[src/cau_pkg.sv]
// shared types for the complex arithmetic unit
// no dependencies; imported by every cau module
package cau_pkg;

  // operation codes carried in the input tuser field
  typedef enum logic [1:0] {
    OP_ADD = 2'd0,
    OP_SUB = 2'd1,
    OP_MUL = 2'd2,
    OP_DIV = 2'd3
  } cau_op_t;

  // per-item control flags, lane 0 is the real part, lane 1 the imaginary part
  typedef struct packed {
    logic       is_div;
    logic       dz;
    logic [1:0] neg;
    logic [1:0] big;
  } cau_flags_t;

endpackage

[src/cau_sat.sv]
// output stage: sign, saturation and zero-divisor handling
// depends on cau_pkg
module cau_sat import cau_pkg::*; #(
  parameter int DATA_WIDTH = 16
) (
  input  logic                  clk,
  input  logic                  rst,
  input  logic                  in_valid,
  output logic                  in_ready,
  input  cau_flags_t            in_flags,
  input  logic [DATA_WIDTH:0]   in_q [2],
  output logic                  out_valid,
  input  logic                  out_ready,
  output logic [DATA_WIDTH-1:0] res_re,
  output logic [DATA_WIDTH-1:0] res_im,
  output logic                  div_zero,
  output logic                  saturated
);

  localparam int W  = DATA_WIDTH;
  localparam int QW = W + 1;
  localparam logic [QW-1:0] LIM_POS = QW'((64'd1 << (W - 1)) - 64'd1);
  localparam logic [QW-1:0] LIM_NEG = QW'(64'd1 << (W - 1));

  logic          ld;
  logic [1:0]    clip;
  logic [QW-1:0] m    [2];
  logic [QW-1:0] negm [2];
  logic [W-1:0]  val  [2];

  assign ld        = !out_valid || out_ready;
  assign in_ready  = ld;

  // clip each part to the signed range
  always_comb begin
    for (int l = 0; l < 2; l++) begin
      if (in_flags.neg[l]) begin
        clip[l] = in_flags.big[l] || (in_q[l] > LIM_NEG);
        m[l]    = clip[l] ? LIM_NEG : in_q[l];
        negm[l] = ~m[l] + QW'(1);
        val[l]  = negm[l][W-1:0];
      end else begin
        clip[l] = in_flags.big[l] || (in_q[l] > LIM_POS);
        m[l]    = clip[l] ? LIM_POS : in_q[l];
        negm[l] = m[l];
        val[l]  = m[l][W-1:0];
      end
    end
  end

  always_ff @(posedge clk) begin
    if (rst) begin
      out_valid <= 1'b0;
    end else if (ld) begin
      out_valid <= in_valid;
    end
    if (ld) begin
      if (in_flags.dz) begin
        res_re    <= '0;
        res_im    <= '0;
        div_zero  <= 1'b1;
        saturated <= 1'b0;
      end else begin
        res_re    <= val[0];
        res_im    <= val[1];
        div_zero  <= 1'b0;
        saturated <= |clip;
      end
    end
  end

endmodule

[config.mk]
export PLATFORM = sky130hd
export DESIGN_NAME = cau_sat
export DESIGN_NICKNAME = d
export VERILOG_FILES = /design/src/cau_pkg.sv /design/src/cau_sat.sv
export SDC_FILE = /design/constraint.sdc
export NUM_CORES = 1
export LEC_CHECK = 0
export BUFFER_PORTS_ARGS = -buffer_cell sky130_fd_sc_hd__buf_4
export CORE_MARGIN = 2
export CORE_UTILIZATION = 46
export CTS_CLUSTER_DIAMETER = 30
export DETAILED_ROUTE_END_ITERATION = 10
export GPL_TIMING_DRIVEN = 0
export PLACE_DENSITY = 0.79
export SKIP_CTS_REPAIR_TIMING = 1
export SLEW_MARGIN = 20
export SYNTH_ARGS = -nofsm -noshare
export SYNTH_HDL_FRONTEND = slang
export SYNTH_SLANG_ARGS = --single-unit
export TNS_END_PERCENT = 50
[constraint.sdc]
create_clock -name clk -period 2.3 [get_ports clk]
set_clock_uncertainty 0.15 [all_clocks]
set_input_delay 0.23 -clock clk [delete_from_list [all_inputs] [get_ports clk]]
set_output_delay 0.23 -clock clk [all_outputs]
set_load 0.05 [all_outputs]
==> reports/metrics.csv, run 1 <==
metric,value,unit
layer with the highest usage,met2,
Num CTS Buffers,5,
initial antenna violation count,0,
GP Congestion,0.9134,
yosys warns,0,
GR Util met3,0.03910,
Avg WL per Cell,15.48,µm
Power Internal,1.195,mW
Combinational Power Share,0.316,
worst-path fanout max,10,
CP Data Arrival Time,2.08,ns
Port-buffer cells,78,
Final Max Tran Viols,0,
drt total wl,6.581,mm
# nets final,400,
sequential share of power,0.429,
max cap viols,0,
Starting Density,0.4749,
most frequent cell after synthesis,nor2_1,
Final Hold Vio Count,0,
Lkg Pwr,1.316,nW
layout cells sized above 1,0.2901,
period utilization,0.9544,
# H-tree levels,2,
CTS tree,built,
gr usage total,0.2250,
drt drc,0,
Hold Path Cell Cnt,3,
Worst-Skew Late Latency,0.28,ns
largest net degree at the start of global routing,37,
die area,5834,µm²
Synth top area share,0.4237,
FMAX,0.4555,GHz
Post-synth EDFFs,34,
row count,26,
WP data required,2.18,ns
post-DP HPWL,4.907,mm
peak ir drop on the vdd network,337.7,µV
largest family of logic cells by synthesized area,simple AND/OR/NAND/NOR gates,
net switching power,0.6242,mW
Yosys reg bits,35,
Via density,5.760,
clock-pin slew on the worst setup and hold paths,0.07,ns
R2R cell count,1,
top post-synthesis cells by area,"edfxtp_1 (42%), nor2_1 (5.9%), a211oi_1 (4.0%)",
status,"complete, no violations",
min cycle time layout,2.195,ns
Post-Synth Simple-Gate Area,0.2845,
Final Non-Filler Cells,425,
initial DRC count,163,
area of the core,5075,µm²
Initial DRT Pass Iterations,5,
met2 Usage GRT,0.3637,
Compound-Gate Fraction of Synth Area,0.2201,
Synthesized Nets,314,
RSZ-0062 raised after global routing,true,
fill count,450,
CP Class,in2reg,
first-pass GRT wire length,10.63,mm
worst min-delay path category,in2reg,
Clock Sinks,35,
Worst-Margin Slew,0.8604,ns
post-synthesis cell area,2410,µm²
post-synth top area cell,edfxtp_1,
IO Count,80,
Post-synth top flop,edfxtp_1,
PwrDens,566.5,nW/µm²
synth cell count leaders,"nor2_1 (38), edfxtp_1 (34), nand2_1 (26)",
post-synthesis async set-or-reset flop share,0,
Worst slew margin,0.4264,
CP Launch Type,input port,
"Seq/Total Area, Yosys",0.4320,
# diodes,0,
Setup crit end kind,register,
xor/xnor cell area share of the yosys netlist,0.01090,
vias in the first global route,2160,
Inst Count DP,416,
Die Height,76.38,µm
Final setup viols,0,
via count of the routed design,2448,
syn_area_per_cell,8.992,µm²
Synth cell types,48,
grt total ovfl,0,
root buffer cell,clkbuf_8,
chip width,76.38,µm
clock network fraction of total power,0.255,
CTS Buffer Depth,2,
Cells after Synth,268,
fin util,0.6326,
Post-Synth Adder-Cell Area,0.01038,
switching share of power,0.3432,
post-synthesis mux area share,0,
post-route ant nets,0,
Layout area overhead,33.23,%
met1 Use GR,0.3109,
==> cells by family (layout without fill, tap and decap cells) <==
group                      count (synthesis)  in the layout
xor gates and xnor gates                   3              3
DFF                                       35             35
and+or+nand+nor                          124            124
buffers and inverters                     25            112
AOI/OAI and AO/OA                         79             79
adders and majority gates                  2              2
==> layer usage <==
metal	routed length, µm	up-vias	share of wire
li1	-	1201	-
met1	2788	1131	0.42
met2	3216	108	0.49
met3	504	8	0.077
met4	72	0	0.011
met5	0	-	0
==> state kept, by name (all words and copies together), names as in the netlist <==
signal,cells
div_zero,1
saturated,1
res_re,16
res_im,16
out_valid,1
==> placed cells by master, fill, tap and decap left out, drive strengths merged, types with 2 or more instances in the layout <==
master,count
o211a,4
clkbuf,20
edfxtp,34
nor4,9
nand4,4
nand3,9
nor3,11
ha,2
o21bai,2
dlygate4sd3,2
a21oi,16
o21ai,14
xnor2,3
nand2,26
or3,8
inv,10
or4,3
a31oi,9
and4b,2
nand2b,3
a211oi,13
o22ai,6
nor2,38
a21o,5
nor4b,3
buf,79
a221oi,3
and4,3
==> path summary, 6_finish.rpt <==
kind	endpoint	slack (ns)	startpoint
hold reg to reg	out_valid$_SDFFE_PP0P_	0.96	out_valid$_SDFFE_PP0P_
hold / removal	out_valid$_SDFFE_PP0P_	0.03	in_valid
setup / recovery	res_re[10]$_SDFFCE_PP0P_	0.10	in_q[33]
setup reg to reg	res_re[12]$_SDFFCE_PP0P_	0.85	out_valid$_SDFFE_PP0P_
==> worst max-delay path, stage by stage <==
cell      delay (ns)
buf_4           0.09
nor3_2          0.05
clkbuf_2        0.19
nand2_1         0.10
ha_1            0.14
clkbuf_1        0.32
nand2_1         0.23
or4_1           0.50
a21oi_1         0.15
nor3_1          0.06
==> layout make-up <==
type | count | area, µm² | share of cell area
clock buffers | 7 | 86.33 | 0.02689
well taps | 70 | 87.58 | 0.02728
clock inverters | 1 | 5.005 | 0.001559
flip-flops and latches | 35 | 1041 | 0.3242
plain buffers | 14 | 61.31 | 0.01910
multi-input cells | 208 | 1286 | 0.4006
repair buffers | 80 | 605.6 | 0.1886
inverters | 10 | 37.54 | 0.01169
==> metrics by stage <==
stage	instance area (µm²)	power [mW]	hold WS, ns	setup TNS, ns	setup slack (ns)
global route	3211	1.895	0.03626	-0.03339	-0.03339
floorplan	2412	1.149	0.1491	-0.04093	-0.03542
CTS	3177	1.825	-0.06072	-1.151	-0.3488
detailed placement	3085	1.361	0.2385	-4.780	-0.6555
global placement	3085	1.355	0.2338	-4.659	-0.6462
finish	3211	1.819	0.02857	0	0.1048
==> power by group through the flow <==
stage / logic [mW] / clock network [mW] / registers, mW
after floorplan: 0.152 / 0 / 0.996
after global placement: 0.561 / 0 / 0.793
after detailed placement: 0.567 / 0 / 0.794
after CTS: 0.568 / 0.476 / 0.781
after global routing: 0.610 / 0.499 / 0.786
final: 0.575 / 0.463 / 0.781
Note: power is estimated with default switching activity, not from simulation.
==> inputs of run 2 (changes only) <==
==> config.mk (replaced) <==
export PLATFORM = sky130hd
export DESIGN_NAME = cau_sat
export DESIGN_NICKNAME = d
export VERILOG_FILES = /design/src/cau_pkg.sv /design/src/cau_sat.sv
export SDC_FILE = /design/constraint.sdc
export NUM_CORES = 1
export LEC_CHECK = 0
export CORE_ASPECT_RATIO = 1.5
export CORE_MARGIN = 2
export CORE_UTILIZATION = 57
export CTS_CLUSTER_DIAMETER = 30
export DETAILED_ROUTE_END_ITERATION = 10
export DONT_BUFFER_PORTS = 1
export GPL_TIMING_DRIVEN = 0
export PLACE_DENSITY = 0.77
export SKIP_CTS_REPAIR_TIMING = 1
export SYNTH_ARGS = -nofsm -noshare
export SYNTH_HDL_FRONTEND = slang
export SYNTH_SLANG_ARGS = --single-unit
export TNS_END_PERCENT = 50
==> run 2 against run 1 <==
Compared with the run above:
- via count fell by 9.1%
- sequential power rose by 27%
- utilization is 0.44 points higher
- worst setup slack improved by 0.062 ns
- sequential cell count stayed put
- first-iteration DRC count is 14% lower
- clock power increased by 19%
- combinational power is 65% lower
- routed wire length decreased by 5.0%
- worst hold slack improved by 0.035 ns
- design area shrank 18%
- critical endpoint unchanged
==> reports/metrics.csv, run 2 (synthesis results as in run 1) <==
metric,value,unit,change
CP Class,in2reg,,unchanged
Initial DRT Pass Iterations,4,,was 5
DP Area,2470,µm²,was 3085 µm²
Final setup viols,0,,unchanged
multi-input logic area,1281,µm²,was 1286 µm²
max cap viols,0,,unchanged
sequential share of power,0.567,,was 0.429
Num CTS Buffers,5,,unchanged
Final Hold Vio Count,0,,unchanged
"most common cell after layout, fill and taps aside",nor2_1,,was buf_4
Worst slew margin,0.2744,,was 0.4264
post-DP HPWL,4.737,mm,was 4.907 mm
Lkg Pwr,0.9514,nW,was 1.316 nW
Layout area overhead,9.346,%,was 33.23%
CTS tree,built,,unchanged
area of the core,4136,µm²,was 5075 µm²
post-route ant nets,0,,unchanged
chip width,57.09,µm,was 76.38 µm
# H-tree levels,2,,unchanged
Combinational Power Share,0.115,,was 0.316
CTS Buffer Depth,2,,unchanged
Reg2Reg Launch Point,out_valid$_SDFFE_PP0P_,,unchanged
Clock Sinks,35,,unchanged
fin area,2635,µm²,was 3211 µm²
peak ir drop on the vdd network,586.4,µV,was 337.7 µV
grt total ovfl,0,,unchanged
drt total wl,6.254,mm,was 6.581 mm
Power Internal,1.169,mW,was 1.195 mW
Reg area,1041,µm²,unchanged
initial DRC count,140,,was 163
vias in the first global route,2184,,"was 2,160"
fill count,352,,was 450
layout cells sized above 1,0.08929,,was 0.2901
via count of the routed design,2226,,"was 2,448"
CP Data Arrival Time,2.02,ns,was 2.08 ns
IO Count,80,,unchanged
die area,4775,µm²,was 5834 µm²
DP Worst Slack,-0.5838,ns,was -0.6555 ns
Largest regs,"res_im: 16 flops, res_re: 16 flops",,unchanged
first-pass GRT wire length,10.22,mm,was 10.63 mm
row count,29,,was 26
root buffer cell,clkbuf_8,,unchanged
worst-path fanout max,10,,unchanged
Worst-Margin Slew,1.088,ns,was 0.8604 ns
GP Congestion,0.9294,,was 0.9134
most frequent cells in the layout,"nor2_1 (38), edfxtp_1 (34), nand2_1 (26)",,"was buf_4 (78), nor2_1 (38), edfxtp_1 (34)"
Via density,6.828,,was 5.760
worst min-delay path category,in2reg,,unchanged
Port-buffer cells,0,,was 78
gr usage total,0.2718,,was 0.2250
initial antenna violation count,0,,unchanged
clock-pin slew on the worst setup and hold paths,0.07,ns,about the same
period utilization,0.9276,,was 0.9544
status,"complete, no violations",,unchanged
WP data required,2.18,ns,about the same
drt drc,0,,unchanged
PwrDens,661.7,nW/µm²,was 566.5 nW/µm²
Final Max Tran Viols,0,,unchanged
CP startpoint,in_q[33],,unchanged
FMAX,0.4687,GHz,was 0.4555 GHz
total power,1.744,mW,was 1.819 mW
Avg WL per Cell,19.18,µm,was 15.48 µm
Starting Density,0.5826,,was 0.4749
Setup crit end kind,register,,unchanged
switching share of power,0.3295,,was 0.3432
Worst-Skew Late Latency,0.29,ns,was 0.28 ns
Die Height,83.64,µm,was 76.38 µm
net switching power,0.5744,mW,was 0.6242 mW
final worst setup slack,0.1666,ns,was 0.1048 ns
RSZ-0062 raised after global routing,false,,was true
CP Launch Type,input port,,unchanged
min cycle time layout,2.133,ns,was 2.195 ns
# diodes,0,,unchanged
min-delay src,in_q[8],,was in_valid
# nets final,325,,was 400
largest net degree at the start of global routing,37,,unchanged
clock network fraction of total power,0.317,,was 0.255
[run 2: power by group through the flow]
| stage | Clock (mW) | Sequential (mW) | Combinational (mW) |
|---|---|---|---|
| after floorplan | 0 | 0.996 | 0.152 |
| after global placement | 0 | 1.00 | 0.189 |
| after detailed placement | 0 | 1.01 | 0.192 |
| after CTS | 0.552 | 0.991 | 0.193 |
| after global routing | 0.578 | 0.994 | 0.224 |
| final | 0.553 | 0.989 | 0.201 |
[run 2: area by class of cell]
| type | instances | area share |
|---|---|---|
| buffer | 15 | 0.02469 |
| clock buffer | 5 | 0.02612 |
| timing repair buffer | 4 | 0.01519 |
| clock inverter | 3 | 0.01662 |
| inverter | 10 | 0.01424 |
| multi-input combinational | 208 | 0.4862 |
| sequential | 35 | 0.3951 |
| tap | 46 | 0.02184 |
[run 2: path summary, 6_finish.rpt]
| kind | end | slack, ns | cells after the start |
|---|---|---|---|
| max | res_re[10]$_SDFFCE_PP0P_ | 0.17 | 9 |
| max reg2reg | res_im[5]$_SDFFCE_PP0P_ | 0.24 | 1 |
| min | res_im[8]$_SDFFCE_PP0P_ | 0.06 | 1 |
| min reg2reg | out_valid$_SDFFE_PP0P_ | 1.42 | 2 |
[run 2: critical path: stages]
cell	delay, ns
nor3_1	0.05
clkbuf_2	0.21
nand2_1	0.11
ha_1	0.14
clkbuf_1	0.31
nand2_1	0.22
or4_1	0.50
a21oi_1	0.17
nor3_1	0.07
[run 2: routing by layer]
layer | global-route usage | vias up | routed length [µm]
li1 | - | 1051 | -
met1 | 0.2848 | 1050 | 2137
met2 | 0.4890 | 105 | 3468
met3 | 0.05426 | 20 | 428
met4 | 0.1501 | 0 | 219
met5 | 0 | - | 0
[run 2: through the flow]
stage	utilization	hold WS (ns)	std cells	setup TNS, ns
2_1_floorplan	-	0.1491	268	-0.04093
3_3_place_gp	0.5971	0.1498	314	-2.665
3_5_place_dp	0.5971	0.1626	314	-3.354
4_1_cts	0.6243	-0.1434	322	-0.6809
5_1_grt	0.6370	0.06865	326	0
6_report	0.6370	0.06345	326	0
==> inputs of run 3 (changes only) <==
--- a/config.mk
+++ b/config.mk
@@ -7,12 +7,12 @@
 export LEC_CHECK = 0
 export CORE_ASPECT_RATIO = 1.5
 export CORE_MARGIN = 2
-export CORE_UTILIZATION = 57
+export CORE_UTILIZATION = 55
 export CTS_CLUSTER_DIAMETER = 30
 export DETAILED_ROUTE_END_ITERATION = 10
 export DONT_BUFFER_PORTS = 1
 export GPL_TIMING_DRIVEN = 0
-export PLACE_DENSITY = 0.77
+export PLACE_DENSITY = 0.75
 export SKIP_CTS_REPAIR_TIMING = 1
 export SYNTH_ARGS = -nofsm -noshare
 export SYNTH_HDL_FRONTEND = slang
==> run 3 against run 2 <==
Compared with the run above:
- sequential cell count is the same
- count of clock-buffer cells in the layout stayed put
- clock power rose by 18%
- critical endpoint is now res_re[14]$_SDFFCE_PP0P_
- largest power group unchanged
- highest routed layer unchanged
==> reports/metrics.csv, run 3 (synthesis results as in run 1) <==
metric,value,unit,change
Worst slew margin,0.2727,,was 0.2744
grt total ovfl,0,,unchanged
Worst-Margin Slew,1.091,ns,was 1.088 ns
peak ir drop on the vdd network,600.5,µV,was 586.4 µV
total power,1.843,mW,was 1.744 mW
Via density,6.788,,was 6.828
WP data required,2.16,ns,was 2.18 ns
area of the core,4209,µm²,was 4136 µm²
clock-pin slew on the worst setup and hold paths,0.07,ns,about the same
Worst path slowest cell,clkbuf_1,,was or4_1
worst-path fanout max,10,,unchanged
drt total wl,6.290,mm,was 6.254 mm
RSZ-0062 raised after global routing,true,,was false
most frequent cells in the layout,"nor2_1 (38), edfxtp_1 (34), nand2_1 (26)",,unchanged
Die Height,85.07,µm,was 83.64 µm
initial DRC count,200,,was 140
CP Class,in2reg,,unchanged
post-route ant nets,0,,unchanged
largest net degree at the start of global routing,37,,unchanged
CP Data Arrival Time,2.08,ns,was 2.02 ns
CP Launch Type,input port,,unchanged
Slowest Stage Delay on Critical Path,0.43,ns,was 0.50 ns
PwrDens,693.5,nW/µm²,was 661.7 nW/µm²
Num CTS Buffers,5,,unchanged
Final Max Tran Viols,0,,unchanged
vias in the first global route,2072,,"was 2,184"
crit-path cells,"nor3_1, clkbuf_1, nand2_1, ha_1, clkbuf_1, o21ai_0, o311ai_0, o31ai_1, a211oi_1",,"was nor3_1, clkbuf_2, nand2_1, ha_1, clkbuf_1, nand2_1, or4_1, a21oi_1, nor3_1"
die area,4938,µm²,was 4775 µm²
status,"complete, no violations",,unchanged
Avg WL per Cell,19.29,µm,was 19.18 µm
crit path buf inv count,2,,unchanged
Final Non-Filler Cells,326,,unchanged
IO Count,80,,unchanged
Lkg Pwr,0.9542,nW,was 0.9514 nW
row count,29,,unchanged
top cell family by delay on the critical path,buffers and inverters,,was simple AND/OR/NAND/NOR gates
Final setup viols,0,,unchanged
# nets final,325,,unchanged
layout cells sized above 1,0.08571,,was 0.08929
# H-tree levels,2,,unchanged
first-pass GRT wire length,9.894,mm,was 10.22 mm
Starting Density,0.5725,,was 0.5826
gr usage total,0.2607,,was 0.2718
fill count,378,,was 352
CTS tree,built,,unchanged
"most common cell after layout, fill and taps aside",nor2_1,,unchanged
Inst Count DP,314,,unchanged
Setup crit end kind,register,,unchanged
Fin Setup TNS,0,ns,unchanged
Layout area overhead,10.28,%,was 9.346%
GP Congestion,0.9744,,was 0.9294
CTS Buffer Depth,2,,unchanged
worst min-delay path category,in2reg,,unchanged
period utilization,0.9645,,was 0.9276
drt drc,0,,unchanged
Clock Sinks,35,,unchanged
root buffer cell,clkbuf_8,,unchanged
Initial DRT Pass Iterations,4,,unchanged
FMAX,0.4508,GHz,was 0.4687 GHz
chip width,58.05,µm,was 57.09 µm
min cycle time layout,2.218,ns,was 2.133 ns
Final Hold Vio Count,0,,unchanged
Worst-Skew Late Latency,0.28,ns,was 0.29 ns
initial antenna violation count,0,,unchanged
Port-buffer cells,0,,unchanged
max cap viols,0,,unchanged
"Top cell by count, worst path",clkbuf_1,,
# diodes,0,,unchanged
Largest regs,"res_im: 16 flops, res_re: 16 flops",,unchanged
post-DP HPWL,4.730,mm,was 4.737 mm
via count of the routed design,2213,,"was 2,226"
==> run 3: worst paths after layout <==
kind | start | end | slack, ns | cells after the start
min reg2reg | out_valid$_SDFFE_PP0P_ | out_valid$_SDFFE_PP0P_ | 1.42 | 2
min | in_q[30] | res_re[13]$_SDFFCE_PP0P_ | 0.06 | 2
max | in_q[33] | res_re[14]$_SDFFCE_PP0P_ | 0.08 | 9
max reg2reg | out_valid$_SDFFE_PP0P_ | res_im[5]$_SDFFCE_PP0P_ | 0.24 | 1
==> run 3: layer usage <==
metal / vias up / part of all wire / global-route usage
li1: 1053 / - / -
met1: 1030 / 0.35 / 0.2867
met2: 114 / 0.55 / 0.4649
met3: 16 / 0.067 / 0.04878
met4: 0 / 0.027 / 0.1311
met5: - / 0 / 0
==> run 3: metrics by stage <==
stage / setup WS [ns] / cell area [µm²] / hold slack, ns / util
2_1_floorplan: -0.03542 / 2412 / 0.1491 / -
3_3_place_gp: -0.5533 / 2470 / 0.1494 / 0.5868
3_5_place_dp: -0.5380 / 2470 / 0.1617 / 0.5868
4_1_cts: -0.2386 / 2606 / -0.1450 / 0.6192
5_1_grt: -0.04419 / 2658 / 0.05731 / 0.6314
6_report: 0.08161 / 2658 / 0.05739 / 0.6314
==> run 3: power by group <==
part | total [mW] | switching, mW | internal, mW
registers | 0.988 | 0.218 | 0.771
logic | 0.201 | 0.125 | 0.0758
clock network | 0.654 | 0.221 | 0.432
==> run 3: area by class of cell <==
type / instances / area [µm²] / share of cell area
Buffer: 15 / 63.81 / 0.02401
Tap cell: 46 / 57.56 / 0.02166
Clock inverter: 3 / 67.56 / 0.02542
Clock buffer: 5 / 68.82 / 0.02589
Sequential cell: 35 / 1041 / 0.3917
Timing Repair Buffer: 4 / 40.04 / 0.01507
Inverter: 10 / 37.54 / 0.01412
Multi-Input combinational cell: 208 / 1281 / 0.4821
